--- config.mk ---
export PLATFORM = sky130hd
export DESIGN_NAME = shuffled_lehmer_random_generator
export DESIGN_NICKNAME = d
export VERILOG_FILES = /design/src/rtl/slrg_pkg.sv /design/src/rtl/slrg_step.sv /design/src/rtl/shuffled_lehmer_random_generator.sv
export VERILOG_INCLUDE_DIRS = /design/src /design/src/rtl
export SDC_FILE = /design/constraint.sdc
export NUM_CORES = 2
export LEC_CHECK = 0
export ABC_AREA = 1
export BUFFER_PORTS_ARGS = -buffer_cell sky130_fd_sc_hd__buf_4
export CORE_ASPECT_RATIO = 1.75
export CORE_UTILIZATION = 30
export CTS_CLUSTER_SIZE = 25
export DETAILED_ROUTE_END_ITERATION = 8
export HOLD_SLACK_MARGIN = 0.05
export PLACE_DENSITY_LB_ADDON = 0.25
export SLEW_MARGIN = 10
export SYNTH_ARGS = -nofsm -noshare
export SYNTH_HDL_FRONTEND = slang
export SYNTH_HIERARCHICAL = 1
export SYNTH_SLANG_ARGS = --single-unit
--- constraint.sdc ---
create_clock -name aclk -period 8 [get_ports aclk]
set_input_delay 0.4 -clock aclk [delete_from_list [all_inputs] [get_ports aclk]]
set_output_delay 0.4 -clock aclk [all_outputs]
set_load 0.05 [all_outputs]
--- src/rtl/shuffled_lehmer_random_generator_macros.svh ---
// Assertion macros for the shuffled Lehmer random generator.
`ifndef SHUFFLED_LEHMER_RANDOM_GENERATOR_MACROS_SVH
`define SHUFFLED_LEHMER_RANDOM_GENERATOR_MACROS_SVH

// Check that the consequent holds in the same cycle as the antecedent.
`define SLRG_ASSERT_NOW(name, clk, rst_n, pre, post) \
    name: assert property (@(posedge clk) disable iff (!rst_n) (pre) |-> (post)) \
        else $error("slrg assertion failed");

// Check that the consequent holds in the cycle after the antecedent.
`define SLRG_ASSERT_NEXT(name, clk, rst_n, pre, post) \
    name: assert property (@(posedge clk) disable iff (!rst_n) (pre) |=> (post)) \
        else $error("slrg assertion failed");

`endif

--- src/rtl/slrg_pkg.sv ---
// Shared constants for the shuffled Lehmer random generator.
package slrg_pkg;

    localparam int VALUE_W   = 31;
    localparam int MULT_W    = 15;
    localparam int PRODUCT_W = VALUE_W + MULT_W;

    localparam logic [VALUE_W-1:0] MODULUS    = 31'h7FFF_FFFF;
    localparam logic [MULT_W-1:0]  MULTIPLIER = 15'd16807;

    localparam int DEFAULT_TABLE_ENTRIES = 32;
    localparam int DEFAULT_WARMUP_STEPS  = 8;

endpackage

--- src/rtl/slrg_step.sv ---
// Lehmer step unit: registered multiply by 16807, then fold modulo 2^31-1.
module slrg_step (
    input  logic                         aclk,
    input  logic                         load,
    input  logic [slrg_pkg::VALUE_W-1:0] operand,
    output logic [slrg_pkg::VALUE_W-1:0] result
);
    import slrg_pkg::*;

    logic [PRODUCT_W-1:0] product_reg;
    logic [VALUE_W:0]     fold_sum;

    always_ff @(posedge aclk) begin
        if (load) begin
            product_reg <= PRODUCT_W'(operand) * PRODUCT_W'(MULTIPLIER);
        end
    end

    assign fold_sum = {1'b0, product_reg[VALUE_W-1:0]}
                    + (VALUE_W+1)'(product_reg[PRODUCT_W-1:VALUE_W]);

    assign result = (fold_sum >= {1'b0, MODULUS})
                  ? VALUE_W'(fold_sum - {1'b0, MODULUS})
                  : fold_sum[VALUE_W-1:0];

endmodule

--- src/rtl/shuffled_lehmer_random_generator.sv ---
// Top level of the shuffled Lehmer random generator.
// Park-Miller generator (x * 16807 mod 2^31-1) behind a Bays-Durham shuffle table. Each
// request with draw_request high returns one value in 1 to 2^31-2; divide by 2^31 for a
// uniform fraction. When TABLE_ENTRIES is a power of two, a draw is a table read plus one
// pass through the multiply-and-fold step unit; otherwise the slot division first adds
// clog2(TABLE_ENTRIES) compare-subtract steps and a separate table read state. A result
// still held on the output stalls the draw in its final state until m_ready. The first draw
// after reset or after a seed write first seeds the table through the same step unit,
// discarding the first WARMUP_STEPS values and writing the next TABLE_ENTRIES into the
// table, and then takes the separate table read state also when TABLE_ENTRIES is a power
// of two. A request with draw_request low is dropped with no result. Write the seed only
// while idle.
`include "shuffled_lehmer_random_generator_macros.svh"

module shuffled_lehmer_random_generator #(
    parameter int TABLE_ENTRIES = slrg_pkg::DEFAULT_TABLE_ENTRIES,
    parameter int WARMUP_STEPS  = slrg_pkg::DEFAULT_WARMUP_STEPS
) (
    input  logic                         aclk,
    input  logic                         aresetn,
    input  logic                         cfg_wr_en,
    input  logic [slrg_pkg::VALUE_W-1:0] cfg_wr_data,
    input  logic                         s_valid,
    output logic                         s_ready,
    input  logic                         s_draw_request,
    output logic                         m_valid,
    input  logic                         m_ready,
    output logic [slrg_pkg::VALUE_W-1:0] m_random_value
);
    import slrg_pkg::*;

    localparam int IDX_W       = $clog2(TABLE_ENTRIES);
    localparam bit SLOT_POW2   = ((1 << IDX_W) == TABLE_ENTRIES);
    localparam int TOTAL_STEPS = WARMUP_STEPS + TABLE_ENTRIES;
    localparam int CNT_W       = $clog2(TOTAL_STEPS);
    localparam int BIT_W       = (IDX_W > 1) ? $clog2(IDX_W) : 1;
    localparam int DIV_W       = VALUE_W + IDX_W;
    localparam logic [VALUE_W-1:0] SLOT_DIVISOR =
        VALUE_W'(32'd1 + (32'(MODULUS) - 32'd1) / 32'(TABLE_ENTRIES));

    localparam logic [2:0] S_IDLE      = 3'd0;
    localparam logic [2:0] S_SEED_MUL  = 3'd1;
    localparam logic [2:0] S_SEED_FOLD = 3'd2;
    localparam logic [2:0] S_DIV       = 3'd3;
    localparam logic [2:0] S_DRAW_READ = 3'd4;
    localparam logic [2:0] S_DRAW_DONE = 3'd5;

    logic [2:0]         state_reg, state_next;
    logic [CNT_W-1:0]   cnt_reg, cnt_next;
    logic [BIT_W-1:0]   div_bit_reg, div_bit_next;
    logic [VALUE_W-1:0] rem_reg, rem_next;
    logic [IDX_W-1:0]   slot_reg, slot_next;
    logic [VALUE_W-1:0] gen_reg, gen_next;
    logic [VALUE_W-1:0] last_reg, last_next;
    logic [VALUE_W-1:0] seed_reg, seed_next;
    logic               seeded_reg, seeded_next;
    logic               m_valid_reg, m_valid_next;
    logic [VALUE_W-1:0] m_value_reg, m_value_next;
    logic [VALUE_W-1:0] rd_data_reg;

    logic [VALUE_W-1:0] shuffle_mem [TABLE_ENTRIES];

    logic               accept;
    logic               out_free;
    logic               go_draw;
    logic               step_load;
    logic               rd_en;
    logic               wr_en;
    logic [IDX_W-1:0]   wr_idx;
    logic [VALUE_W-1:0] step_value;
    logic [VALUE_W-1:0] start_seed;
    logic               seed_write;
    logic [IDX_W-1:0]   seed_idx;
    logic [IDX_W-1:0]   slot_raw;
    logic [IDX_W-1:0]   slot_eff;
    logic [DIV_W-1:0]   div_trial;
    logic [DIV_W-1:0]   rem_ext;
    logic               div_ge;

    slrg_step u_step (
        .aclk    (aclk),
        .load    (step_load),
        .operand (gen_reg),
        .result  (step_value)
    );

    assign accept   = s_valid && s_ready;
    assign s_ready  = (state_reg == S_IDLE);
    assign out_free = !m_valid_reg || m_ready;

    assign start_seed = (seed_reg == MODULUS || seed_reg == '0) ? VALUE_W'(1) : seed_reg;
    assign seed_write = (cnt_reg >= CNT_W'(WARMUP_STEPS));
    assign seed_idx   = IDX_W'(cnt_reg - CNT_W'(WARMUP_STEPS));

    assign slot_raw = SLOT_POW2 ? last_reg[VALUE_W-1 -: IDX_W] : slot_reg;
    assign slot_eff = ({1'b0, slot_raw} >= (IDX_W+1)'(TABLE_ENTRIES))
                    ? IDX_W'(TABLE_ENTRIES - 1) : slot_raw;

    assign div_trial = DIV_W'(SLOT_DIVISOR) << div_bit_reg;
    assign rem_ext   = DIV_W'(rem_reg);
    assign div_ge    = (rem_ext >= div_trial);

    always_comb begin
        state_next   = state_reg;
        cnt_next     = cnt_reg;
        div_bit_next = div_bit_reg;
        rem_next     = rem_reg;
        slot_next    = slot_reg;
        gen_next     = gen_reg;
        last_next    = last_reg;
        seed_next    = seed_reg;
        seeded_next  = seeded_reg;
        m_valid_next = m_valid_reg && !m_ready;
        m_value_next = m_value_reg;
        go_draw      = 1'b0;
        step_load    = 1'b0;
        rd_en        = 1'b0;
        wr_en        = 1'b0;
        wr_idx       = slot_eff;

        case (state_reg)
            S_IDLE: begin
                if (accept && s_draw_request) begin
                    if (!seeded_reg) begin
                        gen_next   = start_seed;
                        cnt_next   = '0;
                        state_next = S_SEED_MUL;
                    end else begin
                        go_draw = 1'b1;
                    end
                end
            end
            S_SEED_MUL: begin
                step_load  = 1'b1;
                state_next = S_SEED_FOLD;
            end
            S_SEED_FOLD: begin
                gen_next = step_value;
                if (seed_write) begin
                    wr_en  = 1'b1;
                    wr_idx = seed_idx;
                    if (seed_idx == '0) begin
                        last_next = step_value;
                    end
                end
                if (cnt_reg == CNT_W'(TOTAL_STEPS - 1)) begin
                    seeded_next = 1'b1;
                    go_draw     = 1'b1;
                end else begin
                    cnt_next   = cnt_reg + CNT_W'(1);
                    state_next = S_SEED_MUL;
                end
            end
            S_DIV: begin
                if (div_ge) begin
                    rem_next              = VALUE_W'(rem_ext - div_trial);
                    slot_next[div_bit_reg] = 1'b1;
                end
                if (div_bit_reg == '0) begin
                    state_next = S_DRAW_READ;
                end else begin
                    div_bit_next = div_bit_reg - BIT_W'(1);
                end
            end
            S_DRAW_READ: begin
                step_load  = 1'b1;
                rd_en      = 1'b1;
                state_next = S_DRAW_DONE;
            end
            S_DRAW_DONE: begin
                if (out_free) begin
                    gen_next     = step_value;
                    wr_en        = 1'b1;
                    last_next    = rd_data_reg;
                    m_valid_next = 1'b1;
                    m_value_next = rd_data_reg;
                    state_next   = S_IDLE;
                end
            end
            default: begin
                state_next = S_IDLE;
            end
        endcase

        if (go_draw) begin
            if (!SLOT_POW2) begin
                rem_next     = last_reg;
                slot_next    = '0;
                div_bit_next = BIT_W'(IDX_W - 1);
                state_next   = S_DIV;
            end else if (state_reg == S_IDLE) begin
                step_load  = 1'b1;
                rd_en      = 1'b1;
                state_next = S_DRAW_DONE;
            end else begin
                state_next = S_DRAW_READ;
            end
        end

        if (cfg_wr_en) begin
            seed_next   = cfg_wr_data;
            seeded_next = 1'b0;
        end
    end

    always_ff @(posedge aclk) begin
        if (!aresetn) begin
            state_reg   <= S_IDLE;
            cnt_reg     <= '0;
            div_bit_reg <= '0;
            seed_reg    <= VALUE_W'(1);
            seeded_reg  <= 1'b0;
            m_valid_reg <= 1'b0;
        end else begin
            state_reg   <= state_next;
            cnt_reg     <= cnt_next;
            div_bit_reg <= div_bit_next;
            seed_reg    <= seed_next;
            seeded_reg  <= seeded_next;
            m_valid_reg <= m_valid_next;
        end
    end

    always_ff @(posedge aclk) begin
        rem_reg     <= rem_next;
        slot_reg    <= slot_next;
        gen_reg     <= gen_next;
        last_reg    <= last_next;
        m_value_reg <= m_value_next;
    end

    always_ff @(posedge aclk) begin
        if (wr_en) begin
            shuffle_mem[wr_idx] <= step_value;
        end
    end

    always_ff @(posedge aclk) begin
        if (rd_en) begin
            rd_data_reg <= shuffle_mem[slot_eff];
        end
    end

    assign m_valid        = m_valid_reg;
    assign m_random_value = m_value_reg;

    `SLRG_ASSERT_NEXT(a_done_loads_result, aclk, aresetn,
        state_reg == S_DRAW_DONE && out_free, m_valid && state_reg == S_IDLE)
    `SLRG_ASSERT_NEXT(a_seeding_sets_flag, aclk, aresetn,
        state_reg == S_SEED_FOLD && cnt_reg == CNT_W'(TOTAL_STEPS - 1) && !cfg_wr_en,
        seeded_reg)
    `SLRG_ASSERT_NOW(a_result_in_range, aclk, aresetn,
        m_valid, m_random_value != '0 && m_random_value != MODULUS)
    `SLRG_ASSERT_NOW(a_generator_in_range, aclk, aresetn,
        seeded_reg, gen_reg != '0 && gen_reg != MODULUS)

endmodule
==> impl_results.html <==
<table>
<tr><th>Metric</th><th>Value</th></tr>
<tr><th colspan="2">Floorplan</th></tr>
<tr><td>Core box area</td><td>~0.19 sq mm</td></tr>
<tr><td>Width of the die</td><td>334 um</td></tr>
<tr><td>Starting density of the core</td><td>a little under a third</td></tr>
<tr><td>Die height</td><td>583 um</td></tr>
<tr><td>I/O pin total</td><td>70</td></tr>
<tr><td>Row count</td><td>213</td></tr>
<tr><td>Area of the die</td><td>between 0.15 and 0.2 sq mm</td></tr>
<tr><th colspan="2">GRT</th></tr>
<tr><td>Wire length of the first global-routing pass</td><td>~260 mm</td></tr>
<tr><td>Grt total ovfl</td><td>0</td></tr>
<tr><td>Maximum number of pins on one net before global-route repair</td><td>between 150 and 200</td></tr>
<tr><td>Global routing usage summed across all routing layers</td><td>a little under a fifth</td></tr>
<tr><td>Number of antenna violations at the first check in global routing</td><td>2</td></tr>
<tr><td>Number of global-route vias before repair</td><td>40,092</td></tr>
<tr><th colspan="2">Clock network</th></tr>
<tr><td>Clock-pin slew on the worst setup and hold paths</td><td>0.07 ns</td></tr>
<tr><td>Root buffer selected by CTS</td><td>sky130_fd_sc_hd__clkbuf_16</td></tr>
<tr><td>Number of buffers inserted during clock tree synthesis</td><td>between 100 and 150</td></tr>
<tr><td>Number of clock sinks</td><td>1,181</td></tr>
<tr><td>Clock tree from TritonCTS</td><td>done</td></tr>
<tr><td>Maximum count of clock buffers along a single path</td><td>3</td></tr>
<tr><td>H-tree depth</td><td>3</td></tr>
<tr><td>Post-CTS setup repair buffer count</td><td>0</td></tr>
<tr><td>Clock insertion delay at the later pin of the skew report</td><td>0.73 ns</td></tr>
<tr><th colspan="2">Route</th></tr>
<tr><td>Remaining routing DRC violations</td><td>0</td></tr>
<tr><td>Number of routed nets with antenna violations</td><td>0</td></tr>
<tr><td>Via-to-Cell Ratio</td><td>4.79</td></tr>
<tr><td>Routed wire length</td><td>~180 mm</td></tr>
<tr><td>Iter 0 DRT Violations</td><td>around 2,500</td></tr>
<tr><td>Average wire length per cell after detail routing</td><td>~22 um</td></tr>
<tr><td>Detailed-route via count</td><td>roughly 40,000</td></tr>
<tr><td>Length of the first detailed-routing pass in iterations</td><td>5</td></tr>
<tr><th colspan="2">Yosys</th></tr>
<tr><td>Gate Count Post-Synth</td><td>roughly 5,600</td></tr>
<tr><td>Post-synthesis async set-or-reset flop share</td><td>0%</td></tr>
<tr><td>Sequential-to-total area share from yosys stat</td><td>roughly three fifths</td></tr>
<tr><td>Top area cells in the synthesized netlist</td><td>sky130_fd_sc_hd__edfxtp_1 59%, sky130_fd_sc_hd__nand2_1 12%, sky130_fd_sc_hd__nand3_1 7.3%</td></tr>
<tr><td>Ys flop type</td><td>sky130_fd_sc_hd__edfxtp_1</td></tr>
<tr><td>Area leader, netlist</td><td>sky130_fd_sc_hd__edfxtp_1</td></tr>
<tr><td>Yosys warning count</td><td>6</td></tr>
<tr><td>Area share of the largest cell type after synthesis</td><td>around three fifths</td></tr>
<tr><td>Mapped Nets</td><td>a little under 6,000</td></tr>
<tr><td>Synth Cell Area</td><td>~0.058 sq mm</td></tr>
<tr><td>Number of distinct library cells after synthesis</td><td>50</td></tr>
<tr><td>Syn Area/Cell</td><td>just over 10 sq um</td></tr>
<tr><td>Number of flip-flops and latches in the synthesized netlist</td><td>approximately 1,200</td></tr>
<tr><td>Post-synth EDFFs</td><td>approximately 1,100</td></tr>
<tr><th colspan="2">Critical path</th></tr>
<tr><td>Crit path capture type</td><td>register</td></tr>
<tr><td>Cells traversed along the worst timing path</td><td>inv_1, fa_1, inv_1, ha_1, inv_1, fa_1, inv_1, fa_1, fa_1, inv_1, fa_1, inv_1, ha_1, nand2_1, nor2_1, nor2_1, a21boi_0, nand2_1, a21oi_1, o21ai_0, a21oi_1, xnor2_1</td></tr>
<tr><td>Cell seen most often among critical-path stages</td><td>sky130_fd_sc_hd__inv_1</td></tr>
<tr><td>Arrival time of the worst setup path</td><td>about 6.5 ns</td></tr>
<tr><td>Maximum single-stage delay on the critical path</td><td>0.59 ns</td></tr>
<tr><td>Highest fanout seen on the critical path</td><td>5</td></tr>
<tr><td>Internal reg-to-reg setup slack</td><td>between 1.5 and 2 ns</td></tr>
<tr><td>WP buf/inv</td><td>6</td></tr>
<tr><td>Worst endpoint required time</td><td>approximately 8.5 ns</td></tr>
<tr><td>Sort of element at the start of the critical path</td><td>register</td></tr>
<tr><td>CP top delay family</td><td>adder cells</td></tr>
<tr><td>Setup CP Type</td><td>register to register</td></tr>
<tr><td>Slowest stage cell, crit path</td><td>sky130_fd_sc_hd__fa_1</td></tr>
<tr><th colspan="2">Job</th></tr>
<tr><td>Max-cap viol count</td><td>0</td></tr>
<tr><th colspan="2">Run status</th></tr>
<tr><td>Outcome</td><td>completed</td></tr>
<tr><th colspan="2">Placed design</th></tr>
<tr><td>RD Place Congestion</td><td>slightly above 0.9</td></tr>
<tr><td>Number of buffer cells added on primary ports</td><td>just under 70</td></tr>
<tr><td>Final HPWL from detailed placement</td><td>about 110 mm</td></tr>
<tr><th colspan="2">Final layout</th></tr>
<tr><td>Fraction of layout cells with a size suffix above 1</td><td>7.17%</td></tr>
<tr><td>Fill cells</td><td>roughly 19,000</td></tr>
<tr><td>Synth-to-layout area growth</td><td>12.9%</td></tr>
<tr><td>Flip-flop count of the largest register, all copies and words added</td><td>between 900 and 1,000</td></tr>
<tr><td>Total Nets Final</td><td>~6,000</td></tr>
<tr><th colspan="2">Timing</th></tr>
<tr><td>Maximum clock skew at final layout</td><td>approximately 0.035 ns</td></tr>
<tr><td>Endpoints failing setup</td><td>0</td></tr>
<tr><td>Final-report max-slew violation count</td><td>0</td></tr>
<tr><td>Maximum clock frequency</td><td>about 160 MHz</td></tr>
<tr><td>Final sum of negative setup slack</td><td>0 ns</td></tr>
<tr><td>Final-report hold violation count</td><td>0</td></tr>
<tr><td>Final min period</td><td>6.07 ns</td></tr>
<tr><td>Unrepaired setup endpoints after global routing</td><td>no</td></tr>
<tr><td>Final Cycle Share</td><td>75.8%</td></tr>
<tr><td>Slew HR</td><td>17.7%</td></tr>
<tr><td>Slew at the pin closest to its max-slew limit</td><td>1.23 ns</td></tr>
<tr><th colspan="2">Min path</th></tr>
<tr><td>Class of the most critical hold timing path</td><td>primary input to register</td></tr>
</table>
[per-layer routing]
layer  wire length (um)  GRT usage [%]
met1              66100           19.5
met5                  0              0
met3               6330           1.73
met2              98100           35.4
met4              10600           10.0
[cell families after synthesis]
family,share of synthesized area [%]
simple gates,22.2
flops,60.4
xor+xnor,0.832
compound gates,2.22
fa+ha+maj,9.12
buf+inv,5.16
[worst reg2reg max path, delay by kind of cell, from the launching register on]
family          cells  cell delay [ns]
compound gates      4             1.18
xor+xnor            1             0.08
fa+ha+maj           7             3.15
buf+inv             6             0.43
flops               1             0.54
simple gates        4             0.44
[Yosys cell counts, types with 15 or more instances]
library cell / count
sky130_fd_sc_hd__nor2_1: 300
sky130_fd_sc_hd__nand4_1: 25
sky130_fd_sc_hd__inv_1: 461
sky130_fd_sc_hd__o21ai_0: 68
sky130_fd_sc_hd__ha_1: 208
sky130_fd_sc_hd__a21oi_1: 67
sky130_fd_sc_hd__inv_2: 18
sky130_fd_sc_hd__buf_2: 128
sky130_fd_sc_hd__o21bai_1: 34
sky130_fd_sc_hd__xnor2_1: 15
sky130_fd_sc_hd__edfxtp_1: 1136
sky130_fd_sc_hd__buf_1: 28
sky130_fd_sc_hd__nand3_1: 847
sky130_fd_sc_hd__dfxtp_1: 45
sky130_fd_sc_hd__buf_4: 30
sky130_fd_sc_hd__fa_1: 134
sky130_fd_sc_hd__xor2_1: 40
sky130_fd_sc_hd__nand2_1: 1827
sky130_fd_sc_hd__clkbuf_1: 50
[cell usage in the layout, fill, tap and decap left out, types with 11 or more instances in the layout]
cell type / synthesis / final
sky130_fd_sc_hd__nand2_1: 1827 / 1826
sky130_fd_sc_hd__edfxtp_1: 1136 / 1136
sky130_fd_sc_hd__nand3_1: 847 / 846
sky130_fd_sc_hd__inv_1: 461 / 459
sky130_fd_sc_hd__nor2_1: 300 / 260
sky130_fd_sc_hd__ha_1: 208 / 208
sky130_fd_sc_hd__buf_4: 30 / 142
sky130_fd_sc_hd__fa_1: 134 / 134
sky130_fd_sc_hd__clkbuf_16: 0 / 109
sky130_fd_sc_hd__o21ai_0: 68 / 68
sky130_fd_sc_hd__a21oi_1: 67 / 67
sky130_fd_sc_hd__dfxtp_1: 45 / 45
sky130_fd_sc_hd__xor2_1: 40 / 40
sky130_fd_sc_hd__nor2_4: 0 / 35
sky130_fd_sc_hd__o21bai_1: 34 / 34
sky130_fd_sc_hd__dlygate4sd3_1: 0 / 32
sky130_fd_sc_hd__nand4_1: 25 / 25
sky130_fd_sc_hd__clkinv_2: 0 / 24
sky130_fd_sc_hd__clkbuf_1: 50 / 22
sky130_fd_sc_hd__clkinv_1: 0 / 18
sky130_fd_sc_hd__inv_2: 18 / 16
sky130_fd_sc_hd__xnor2_1: 15 / 15
sky130_fd_sc_hd__nor2_2: 9 / 14
sky130_fd_sc_hd__nand3b_1: 13 / 13
sky130_fd_sc_hd__bufinv_16: 0 / 12
sky130_fd_sc_hd__a21o_1: 12 / 12
sky130_fd_sc_hd__a31oi_1: 11 / 11
[final timing paths]
path | startpoint | endpoint | cells after the start
min | s_valid | state_reg[0] | 5
max | gen_reg[20] | u_step/product_reg[35] | 22
max reg2reg | gen_reg[20] | u_step/product_reg[35] | 22
min reg2reg | rd_data_reg[11] | m_random_value[11] | 0
[timing repair]
action                    CTS  global route
hold buffers               32             0
hold endpoints to repair   31             0
resized for setup           0             0
[area by class of cell]
class,count,area (sq um),area share (%)
antenna,1,2.50,0.00383
clock buffer,133,2840,4.34
clock inverter,70,776,1.19
inverter,479,1820,2.78
multi-input combinational,3674,20200,30.9
sequential,1181,35000,53.6
tap,2580,3230,4.94
timing repair buffer,179,1490,2.27
[per-stage QoR]
stage	std cells	util, %	hold slack [ns]	instance area (sq um)	setup slack (ns)
2_1_floorplan	5572	-	0.400	57900	2.85
3_3_place_gp	8061	32.0	0.407	61400	1.88
3_5_place_dp	8061	32.0	0.406	61400	1.89
4_1_cts	8296	34.0	0.0678	65400	1.89
5_1_grt	8297	34.0	0.124	65400	1.65
6_report	8297	34.0	0.105	65400	1.93
Power is not shown: default switching activity piles up to over one toggle a cycle in this logic, so the estimate is an artifact.
